$ cat src/rtl/core/bscs_pkg.sv
// ----------------------------------------------------------------------------
// bscs_pkg
// Shared types and constants of the byte stack core with spill memory.
// ----------------------------------------------------------------------------
package bscs_pkg;

   localparam int SPILL_DEPTH = 256;
   localparam int SPILL_AW    = (SPILL_DEPTH > 1) ? $clog2(SPILL_DEPTH) : 1;
   localparam int PTR_W       = $clog2(SPILL_DEPTH + 1);

   localparam int OP_W    = 4;
   localparam int BYTE_W  = 8;
   localparam int LIVE_W  = 2;
   localparam int DEPTH_W = 9;

   localparam logic [LIVE_W-1:0] LIVE_NONE = 2'd0;
   localparam logic [LIVE_W-1:0] LIVE_ONE  = 2'd1;
   localparam logic [LIVE_W-1:0] LIVE_TWO  = 2'd2;

   typedef enum logic [OP_W-1:0] {
      OP_PUSH  = 4'd0,
      OP_DUP   = 4'd1,
      OP_DROP  = 4'd2,
      OP_SWAP  = 4'd3,
      OP_OVER  = 4'd4,
      OP_ZERO  = 4'd5,
      OP_ADD   = 4'd6,
      OP_NAND  = 4'd7,
      OP_RESET = 4'd8
   } op_type;

   typedef struct packed {
      logic [BYTE_W-1:0]  top_value;
      logic [BYTE_W-1:0]  second_value;
      logic [LIVE_W-1:0]  live_count;
      logic [DEPTH_W-1:0] spill_depth;
      logic               overflow;
   } rsp_type;

endpackage

$ cat src/rtl/core/byte_stack_core_with_spill_unit.sv
// ----------------------------------------------------------------------------
// byte_stack_core_with_spill_unit
// 8-bit stack core with two cached top registers and a spill memory below.
// ----------------------------------------------------------------------------
// an accepted item's result is registered in rsp_ff, or in skid_ff if stalled
// throughput: 1 item per cycle while req_stall is low, set by the single
//   registered pass and spill_top, which holds the entry below second
// a two-entry output buffer lets the core take items while a result waits
// reset: synchronous, clears top, second, live count, spill pointer, overflow
//   and the output buffer; spill memory contents are not cleared
module byte_stack_core_with_spill_unit (
   input  logic                         clock,
   input  logic                         reset,
   input  logic                         req_valid,
   output logic                         req_stall,
   input  logic [bscs_pkg::OP_W-1:0]    req_op,
   input  logic [bscs_pkg::BYTE_W-1:0]  req_value,
   output logic                         rsp_valid,
   input  logic                         rsp_stall,
   output logic [bscs_pkg::BYTE_W-1:0]  rsp_top_value,
   output logic [bscs_pkg::BYTE_W-1:0]  rsp_second_value,
   output logic [bscs_pkg::LIVE_W-1:0]  rsp_live_count,
   output logic [bscs_pkg::DEPTH_W-1:0] rsp_spill_depth,
   output logic                         rsp_overflow
);
   import bscs_pkg::*;

   logic [BYTE_W-1:0] top_ff, top_in;
   logic [BYTE_W-1:0] second_ff, second_in;
   logic [LIVE_W-1:0] live_ff, live_in;
   logic [PTR_W-1:0]  ptr_ff, ptr_in;
   logic              ovf_ff, ovf_in;

   logic [BYTE_W-1:0] spill_mem [SPILL_DEPTH];
   logic [BYTE_W-1:0] rd_data_ff;
   logic              byp_ff;
   logic [BYTE_W-1:0] byp_data_ff;
   logic [BYTE_W-1:0] spill_top;

   logic                wr_en;
   logic [SPILL_AW-1:0] wr_addr;
   logic [BYTE_W-1:0]   wr_data;
   logic [PTR_W-1:0]    ptr_next;
   logic [PTR_W-1:0]    rd_ptr;

   logic    accept;
   rsp_type new_rsp;
   rsp_type rsp_ff, rsp_in;
   rsp_type skid_ff;
   logic    rsp_valid_ff, skid_valid_ff;
   logic    out_fire;

   assign accept    = req_valid && !skid_valid_ff;
   assign req_stall = skid_valid_ff;
   assign out_fire  = rsp_valid_ff && !rsp_stall;

   // entry just below second, with bypass for a spill written last cycle
   assign spill_top = byp_ff ? byp_data_ff : rd_data_ff;

   always_comb begin
      logic [BYTE_W-1:0] t, s, px;
      logic [LIVE_W-1:0] l;
      logic [PTR_W-1:0]  p;
      logic              o, push;
      logic [BYTE_W:0]   sum;
      t = top_ff;
      s = second_ff;
      l = live_ff;
      p = ptr_ff;
      o = ovf_ff;
      push = 1'b0;
      px = '0;
      sum = '0;
      wr_en = 1'b0;
      wr_addr = '0;
      wr_data = second_ff;
      unique case (op_type'(req_op))
         OP_PUSH: begin
            push = 1'b1;
            px = req_value;
         end
         OP_DUP: begin
            if (l >= LIVE_TWO) begin
               push = 1'b1;
               px = t;
            end else begin
               if (l == LIVE_NONE) t = '0;
               s = t;
               l = LIVE_TWO;
            end
         end
         OP_DROP: begin
            if (l >= LIVE_TWO) begin
               t = s;
               if (p == '0) begin
                  l = LIVE_ONE;
               end else begin
                  p = p - PTR_W'(1);
                  s = spill_top;
               end
            end else if (l == LIVE_ONE) begin
               l = LIVE_NONE;
               t = '0;
            end
         end
         OP_SWAP: begin
            if (l >= LIVE_TWO) begin
               t = second_ff;
               s = top_ff;
            end else if (l == LIVE_ONE) begin
               s = t;
               t = '0;
               l = LIVE_TWO;
            end
         end
         OP_OVER: begin
            if (l < LIVE_TWO) begin
               if (l == LIVE_NONE) t = '0;
               s = '0;
               l = LIVE_TWO;
            end
            push = 1'b1;
            px = s;
         end
         OP_ZERO: begin
            t = '0;
            s = '0;
            l = LIVE_TWO;
         end
         OP_ADD: begin
            if (l == LIVE_NONE) t = '0;
            if (l < LIVE_TWO) s = '0;
            l = LIVE_TWO;
            sum = {1'b0, s} + {1'b0, t};
            s = sum[BYTE_W-1:0];
            t = BYTE_W'(sum[BYTE_W]);
         end
         OP_NAND: begin
            if (l == LIVE_NONE) t = '0;
            if (l < LIVE_TWO) s = '0;
            l = LIVE_TWO;
            s = ~(s & t);
            t = s;
         end
         OP_RESET: begin
            p = '0;
            l = LIVE_NONE;
            o = 1'b0;
         end
         default: begin
         end
      endcase
      if (push) begin
         priority if (l >= LIVE_TWO && p == PTR_W'(SPILL_DEPTH)) begin
            // full spill: flag it and leave the stack as it is
            o = 1'b1;
         end else if (l >= LIVE_TWO) begin
            wr_en = accept;
            wr_addr = p[SPILL_AW-1:0];
            wr_data = s;
            p = p + PTR_W'(1);
            s = t;
            t = px;
         end else begin
            l = l + LIVE_W'(1);
            s = t;
            t = px;
         end
      end
      top_in = t;
      second_in = s;
      live_in = l;
      ptr_in = p;
      ovf_in = o;
   end

   assign ptr_next = accept ? ptr_in : ptr_ff;
   assign rd_ptr   = ptr_next - PTR_W'(1);

   always_comb begin
      new_rsp.top_value    = top_in;
      new_rsp.second_value = second_in;
      new_rsp.live_count   = live_in;
      new_rsp.spill_depth  = DEPTH_W'(ptr_in);
      new_rsp.overflow     = ovf_in;
      rsp_in = skid_valid_ff ? skid_ff : new_rsp;
   end

   always_ff @(posedge clock) begin
      if (wr_en) spill_mem[wr_addr] <= wr_data;
      rd_data_ff  <= spill_mem[rd_ptr[SPILL_AW-1:0]];
      byp_data_ff <= wr_data;
   end

   always_ff @(posedge clock) begin
      if (reset) begin
         top_ff    <= '0;
         second_ff <= '0;
         live_ff   <= LIVE_NONE;
         ptr_ff    <= '0;
         ovf_ff    <= 1'b0;
         byp_ff    <= 1'b0;
      end else begin
         byp_ff <= wr_en;
         if (accept) begin
            top_ff    <= top_in;
            second_ff <= second_in;
            live_ff   <= live_in;
            ptr_ff    <= ptr_in;
            ovf_ff    <= ovf_in;
         end
      end
   end

   always_ff @(posedge clock) begin
      if (reset) begin
         rsp_valid_ff  <= 1'b0;
         skid_valid_ff <= 1'b0;
      end else if (!rsp_valid_ff || out_fire) begin
         rsp_valid_ff  <= skid_valid_ff || accept;
         skid_valid_ff <= 1'b0;
      end else if (accept) begin
         skid_valid_ff <= 1'b1;
      end
   end

   always_ff @(posedge clock) begin
      if (!rsp_valid_ff || out_fire) begin
         rsp_ff <= rsp_in;
      end else if (accept) begin
         skid_ff <= new_rsp;
      end
   end

   assign rsp_valid        = rsp_valid_ff;
   assign rsp_top_value    = rsp_ff.top_value;
   assign rsp_second_value = rsp_ff.second_value;
   assign rsp_live_count   = rsp_ff.live_count;
   assign rsp_spill_depth  = rsp_ff.spill_depth;
   assign rsp_overflow     = rsp_ff.overflow;

endmodule

$ cat config.mk
export PLATFORM = sky130hd
export DESIGN_NAME = byte_stack_core_with_spill_unit
export DESIGN_NICKNAME = d
export VERILOG_FILES = /design/src/rtl/core/bscs_pkg.sv /design/src/rtl/core/byte_stack_core_with_spill_unit.sv
export SDC_FILE = /design/constraint.sdc
export NUM_CORES = 2
export LEC_CHECK = 0
export ABC_CLOCK_PERIOD_IN_PS = 27400
export BUFFER_PORTS_ARGS = -buffer_cell sky130_fd_sc_hd__buf_2
export CAP_MARGIN = 20
export CORE_ASPECT_RATIO = 1.25
export CORE_MARGIN = 5
export CORE_UTILIZATION = 55
export CTS_BUF_LIST = sky130_fd_sc_hd__clkbuf_8
export CTS_CLUSTER_DIAMETER = 50
export CTS_CLUSTER_SIZE = 24
export DETAILED_ROUTE_END_ITERATION = 6
export PLACE_DENSITY = 0.7
export SYNTH_ARGS = -nofsm -noshare
export SYNTH_HDL_FRONTEND = slang
export SYNTH_SLANG_ARGS = --single-unit
$ cat constraint.sdc
create_clock -name clock -period 27.4 [get_ports clock]
set_clock_uncertainty 0.05 [all_clocks]
set_input_delay 5.48 -clock clock [delete_from_list [all_inputs] [get_ports clock]]
set_output_delay 5.48 -clock clock [all_outputs]
set_load 0.02 [all_outputs]
Word-level counts from Yosys, hierarchy flattened
Memories as Yosys holds them, arrays and structs flattened. A register that Yosys moved wholly into a read port is not among the register bits.
Index checks and enable logic that the tools add are counted.
W data, S select, Z words.
{"block": "totals", "register_bits": 95, "latchBits": 0, "mem_bits_rw": 2048, "rom_bits": 0, "inputBits": 16, "output_inout_bits": 30, "wordCells": 116, "mem_count": 1}
{"memory": "spill_mem", "depth": 256, "width": 8, "read_ports": 1, "rd_ports_with_merged_regs": 1, "wr": 1, "line": "byte_stack_core_with_spill_unit.sv:34", "source": "logic [BYTE_W-1:0] spill_mem [SPILL_DEPTH];"}
{"block": "classes", "addsub": 5, "n_mul": 0, "n_div": 0, "order_cmp": 3, "n_eq_ne": 10, "shifts": 0, "muxes": 59, "bitwise_logic": 3, "reduce_logical": 16}
{"operator": "$mux W8", "count": 27}
{"operator": "$pmux W8 S7", "count": 1}
{"operator": "$mux W9", "count": 6}
{"operator": "$pmux W8 S6", "count": 1}
{"operator": "$mux W28", "count": 1}
{"operator": "$pmux W8 S3", "count": 1}
{"operator": "$mux W2", "count": 10}
{"operator": "$pmux W9 S2", "count": 1}
{"operator": "$eq A4 B3 Y1 const B", "count": 4}
{"operator": "$pmux W2 S6", "count": 1}
{"operator": "$add A8 B8 Y9", "count": 1}
{"operator": "$add A9 B1 Y9 const B", "count": 1}
{"operator": "$eq A9 B9 Y1 const B", "count": 1}
{"operator": "$logic_not A9 Y1", "count": 1}
{"operator": "$mux W1", "count": 9}
{"operator": "$sub A9 B1 Y9 const B", "count": 1}
{"operator": "$and A8 B8 Y8", "count": 1}
{"operator": "$eq A4 B2 Y1 const B", "count": 2}
{"operator": "$not A8 Y8", "count": 1}
{"operator": "$sub A8 B1 Y8 const B", "count": 1}
{"operator": "$reduce_or A2 Y1", "count": 3}
{"operator": "$eq A4 B1 Y1 const B", "count": 1}
{"operator": "$eq A4 B4 Y1 const B", "count": 1}
{"operator": "$ge A2 B2 Y1 const B", "count": 2}
{"operator": "other kinds (12)", "count": 17}

Depth between registers and ports, before layout
{"block": "logic_depth", "word_depth": 10, "depth_mapped": 31, "ltp_nobuf": 20}

Least setup slack after synthesis
Ideal clock, no wire load.
{"block": "synth_timing", "kind": "input-to-reg", "startpoint": "input port req_op[0] (netlist bit)", "endpoint": "memory spill_mem[0][1] (data pin)", "setup_ns": 2.195, "arrival_time_ns": 17.860, "t_required_ns": 25.155, "setup_slack_ns": 7.295, "path_stages": 11, "path_buffers": 2, "path_cell_list": "clkbuf_1 -> nor4b_4 -> o211ai_2 -> o21ai_0 -> inv_1 -> ha_1 -> nor3b_2 -> nand4_1 -> nand3_1 -> clkbuf_1 -> o21ai_0"}
{"block": "synth_between", "elab_chain_len": 7, "elab_cells_between_ends": 21, "classes_between": "order compare: 1; eq/ne: 9; mux: 7; reduce/logical: 4"}
{"item": "from (decl)", "line": "byte_stack_core_with_spill_unit.sv:16", "source": "input logic [bscs_pkg::OP_W-1:0] req_op,"}
{"item": "$eq A4 B3 Y1", "line": "byte_stack_core_with_spill_unit.sv:77", "source": "unique case (op_type'(req_op))"}
{"item": "$reduce_or A3 Y1 (no source line)"}
{"item": "$pmux W2 S6", "line": "byte_stack_core_with_spill_unit.sv:77"}
{"item": "$ge A2 B2 Y1", "line": "byte_stack_core_with_spill_unit.sv:154, byte_stack_core_with_spill_unit.sv:157"}
{"item": "$mux W8 / $logic_and A1 B1 Y1 (equally long branches)", "line": "byte_stack_core_with_spill_unit.sv:157, byte_stack_core_with_spill_unit.sv:154"}
{"item": "$mux W8", "line": "byte_stack_core_with_spill_unit.sv:154", "source": "priority if (l >= LIVE_TWO && p == PTR_W'(SPILL_DEPTH)) begin"}
{"item": "$mux W8 (*)", "line": "byte_stack_core_with_spill_unit.sv:153", "source": "if (push) begin"}
{"item": "net wr_data[1]", "line": "byte_stack_core_with_spill_unit.sv:42", "source": "logic [BYTE_W-1:0] wr_data;"}
{"item": "to (decl)", "line": "byte_stack_core_with_spill_unit.sv:34"}
Mark *: on every way through the listed nets, which the timed path passes. The rest lies on a longest branch.

Worst setup path in the final report
{"block": "layout_timing", "startpoint": "input port req_op[3] (netlist bit)", "endpoint": "register rd_data_ff[3], read port of spill_mem"}
{"block": "layout_between", "elab_chain_len": 9, "elab_cells_between_ends": 23, "classes_between": "add/sub: 2; order compare: 1; eq/ne: 9; mux: 7; reduce/logical: 4"}
{"item": "parallel branches: the longest is 6 deep, another holds $add A9 B1 Y9"}
{"item": "$mux W9 (*)", "line": "byte_stack_core_with_spill_unit.sv:153"}
{"item": "$mux W9 (*)"}
{"item": "$sub A8 B1 Y8 (*)", "line": "byte_stack_core_with_spill_unit.sv:178", "source": "assign rd_ptr = ptr_next - PTR_W'(1);"}
{"item": "to (decl)", "line": "byte_stack_core_with_spill_unit.sv:35", "source": "logic [BYTE_W-1:0] rd_data_ff;"}
Every way passes the cells marked *.
A chain may end at the register's enable or synchronous reset.

==> metrics <==
global placement routability congestion=0.866; status=complete, but fails checks; mapped cell area=85600 µm²; CP Capture Type=register; pins over their slew limit=0; dpl ws=13.72 ns; routed wire length=204000 µm; buffers from clock root to sink, at most=3; relative slew slack=16.1%; antenna violations before repair=10; layout cell share with drive strength beyond 1=23.1%; Synth area leaders=edfxtp_1 74%, mux4_2 15%, nor2_1 1.5%, dfxtp_1 1.1%, nand2_1 1.0%; VDD IR max=0.0561 mV; Total Nets Final=4350; Worst Hold Slack=0.475 ns; Vias/cell=6.59; Worst setup SP type=input pin; DRT Pass-1 Iters=7; TritonCTS clock tree=built; vias in the first global route=42200; register area share after synthesis=75.0%; EDFF count, synth=2104; Post-synth top flop=edfxtp_1; Post-Syn Instances=4313; # IOs=46; WL/cell=31.5 µm; postcts setup bufs=0; first-pass GRT wire length=298000 µm; post-placement cell area=88100 µm²; post-detail-place hpwl=122000 µm; CP Class=in -> reg; Die Area=164000 µm²; Required @ worst endpoint=28.16 ns; H-tree Lvls=4; switching power=1.56 mW; static leakage=29.4 nW; routed vias=42700; Commonest cells post-synth=2104 x edfxtp_1, 571 x mux4_2, 332 x nor2_1; Synth area leader=edfxtp_1; Die Y=451 µm; pin count of the biggest net entering global routing=258; core footprint=154000 µm²; Initial DRC Count=5358; Syn Nets=4346; crit share post-route=45.9%; post-route setup slack=14.83 ns; Setup TNS=0 ns; final hold vios=0; top-count cell post-synth=edfxtp_1; hold_sp=second_ff[2]; Layout area overhead=6.97%; class of the worst hold path=reg -> reg; CP max FO=113; Starting Density=55.4%; RSZ-0062 raised after global routing=no; worst r2r src=ptr_ff[1]; CTS hold repair buffers=0; #FFs+latches synth=2151; grt total ovfl=0; CTS resizes=0; failing checks=DRC; # rows=161; yosys warns=0; # clock sinks=2151; Crit path arrival time=13.34 ns; Int Pwr=4.61 mW; fmax=79.5 MHz; DRT antenna net count=0; clock share of power=28.8%; Worst-path clk slew=0.13 ns; # setup viols final=0; Max Cap Viol=0; clk_lat worst skew=0.96 ns; CTS Buf Count=140; Comb pwr share=11.8%; Slew @ Worst Pin=1.25 ns; share of the synthesized area in the top cell type=73.9%; Tot GR Track Use=24.9%; Post-route DRC=2; syn_area_per_cell=19.8 µm²; port bufs=45; Die W=363 µm; fin area=91500 µm²; Async SR Flop Fraction=0%; Period minus WS final=12.57 ns; share of power burned in registers=59.4%; synth unique cells=84; Sw Share=25.3%; Power Density=67.5 nW/µm²; Crit. Startpoint=req_op[3]; cell at the root of the clock tree=clkbuf_8
state kept, by name (all words and copies together) (netlist names):
name	count
live_ff	2
rd_data_ff	8
rsp_valid	1
rsp_top_value	8
spill_mem	2048
rsp_overflow	1
second_ff	8
skid_ff	28
req_stall	1
top_ff	8
rsp_live_count	2
rsp_second_value	8
ovf_ff	1
byp_ff	1
byp_data_ff	8
ptr_ff	9
rsp_spill_depth	9
through the flow:
stage               instances  power, mW  utilization, %
floorplan                4313       4.26               -
global placement         6197       4.46            57.0
detailed placement       6207       4.47            57.1
CTS                      6464       6.20            59.2
global route             6470       6.37            59.3
finish                   6473       6.17            59.3
final timing paths:
kind,end,slack (ns),depth (start not counted)
min reg2reg,second_ff[2],0.47,2
max,rd_data_ff[3],14.83,18
min,second_ff[2],0.47,2
max reg2reg,rd_data_ff[3],18.87,20
power groups by stage:
stage	Sequential, mW	Combinational (mW)	Clock [mW]
finish	3.67	0.726	1.78
global route	3.67	0.763	1.94
CTS	3.67	0.728	1.81
detailed placement	3.74	0.726	0
global placement	3.74	0.717	0
floorplan	3.79	0.472	0
final cells by class:
class                           instances  area [µm²]
Tap cell                             2037        2550
Multi-Input combinational cell       1866       20300
Antenna cell                            4        10.0
Timing Repair Buffer                  132        1050
Fill cell                           11000       62800
Sequential cell                      2151       64100
Clock inverter                        107        1260
Clock buffer                          150        2060
Inverter                               26         105
worst max-delay path, stage by stage:
cell,delay [ns]
buf_2,0.19
or4b_1,0.70
nor4_1,0.36
a31oi_1,0.14
ha_1,0.25
a311o_1,0.42
ha_1,0.37
and3_1,0.15
a221o_1,0.41
inv_8,0.47
buf_12,0.56
buf_12,0.76
buf_4,0.87
mux4_2,0.59
mux4_2,0.47
a2111oi_0,0.68
a22o_1,0.22
a221oi_1,0.04
kinds of logic after synthesis:
kind of cell             after synthesis  synth area share, %
AO/OA/AOI/OAI                        388                 3.07
adder cells (fa/ha/maj)               17                0.257
flip-flops                          2151                 75.0
XOR/XNOR                              18                0.184
AND/OR/NAND/NOR                      802                 4.11
multiplexers                         641                 15.9
buffers and inverters                296                 1.55
placed cells by master (no fill, tap or decap), types with 9 or more instances in the layout:
cell and n:
o21ai_0 95, bufinv_16 12, nor3_1 24, buf_4 67
a221oi_1 15, inv_8 13, nand2_1 217, dfxtp_1 47
ha_1 15, mux2_2 24, nand3_1 120, a31oi_1 14
a22oi_1 10, nor2b_1 17, a21o_1 9, edfxtp_1 2104
clkinv_8 10, o21ai_4 10, inv_1 35, a2111oi_0 11
a32oi_1 29, a22o_1 10, mux2i_1 45, nor2_1 330
and2_1 15, a211oi_1 10, o221ai_1 17, clkbuf_8 150
clkinvlp_4 17, a21oi_1 92, buf_12 10, a221o_1 10
inv_6 17, xnor2_1 12, mux4_2 571, buf_2 49
nand2_2 14
routing by layer:
layer	GRT usage, %	part of all wire, %
met1	33.7	37
met2	40.5	50
met3	5.26	9.0
met4	9.46	4.0
met5	0	0.025
Power figures use the tool's default switching activity.
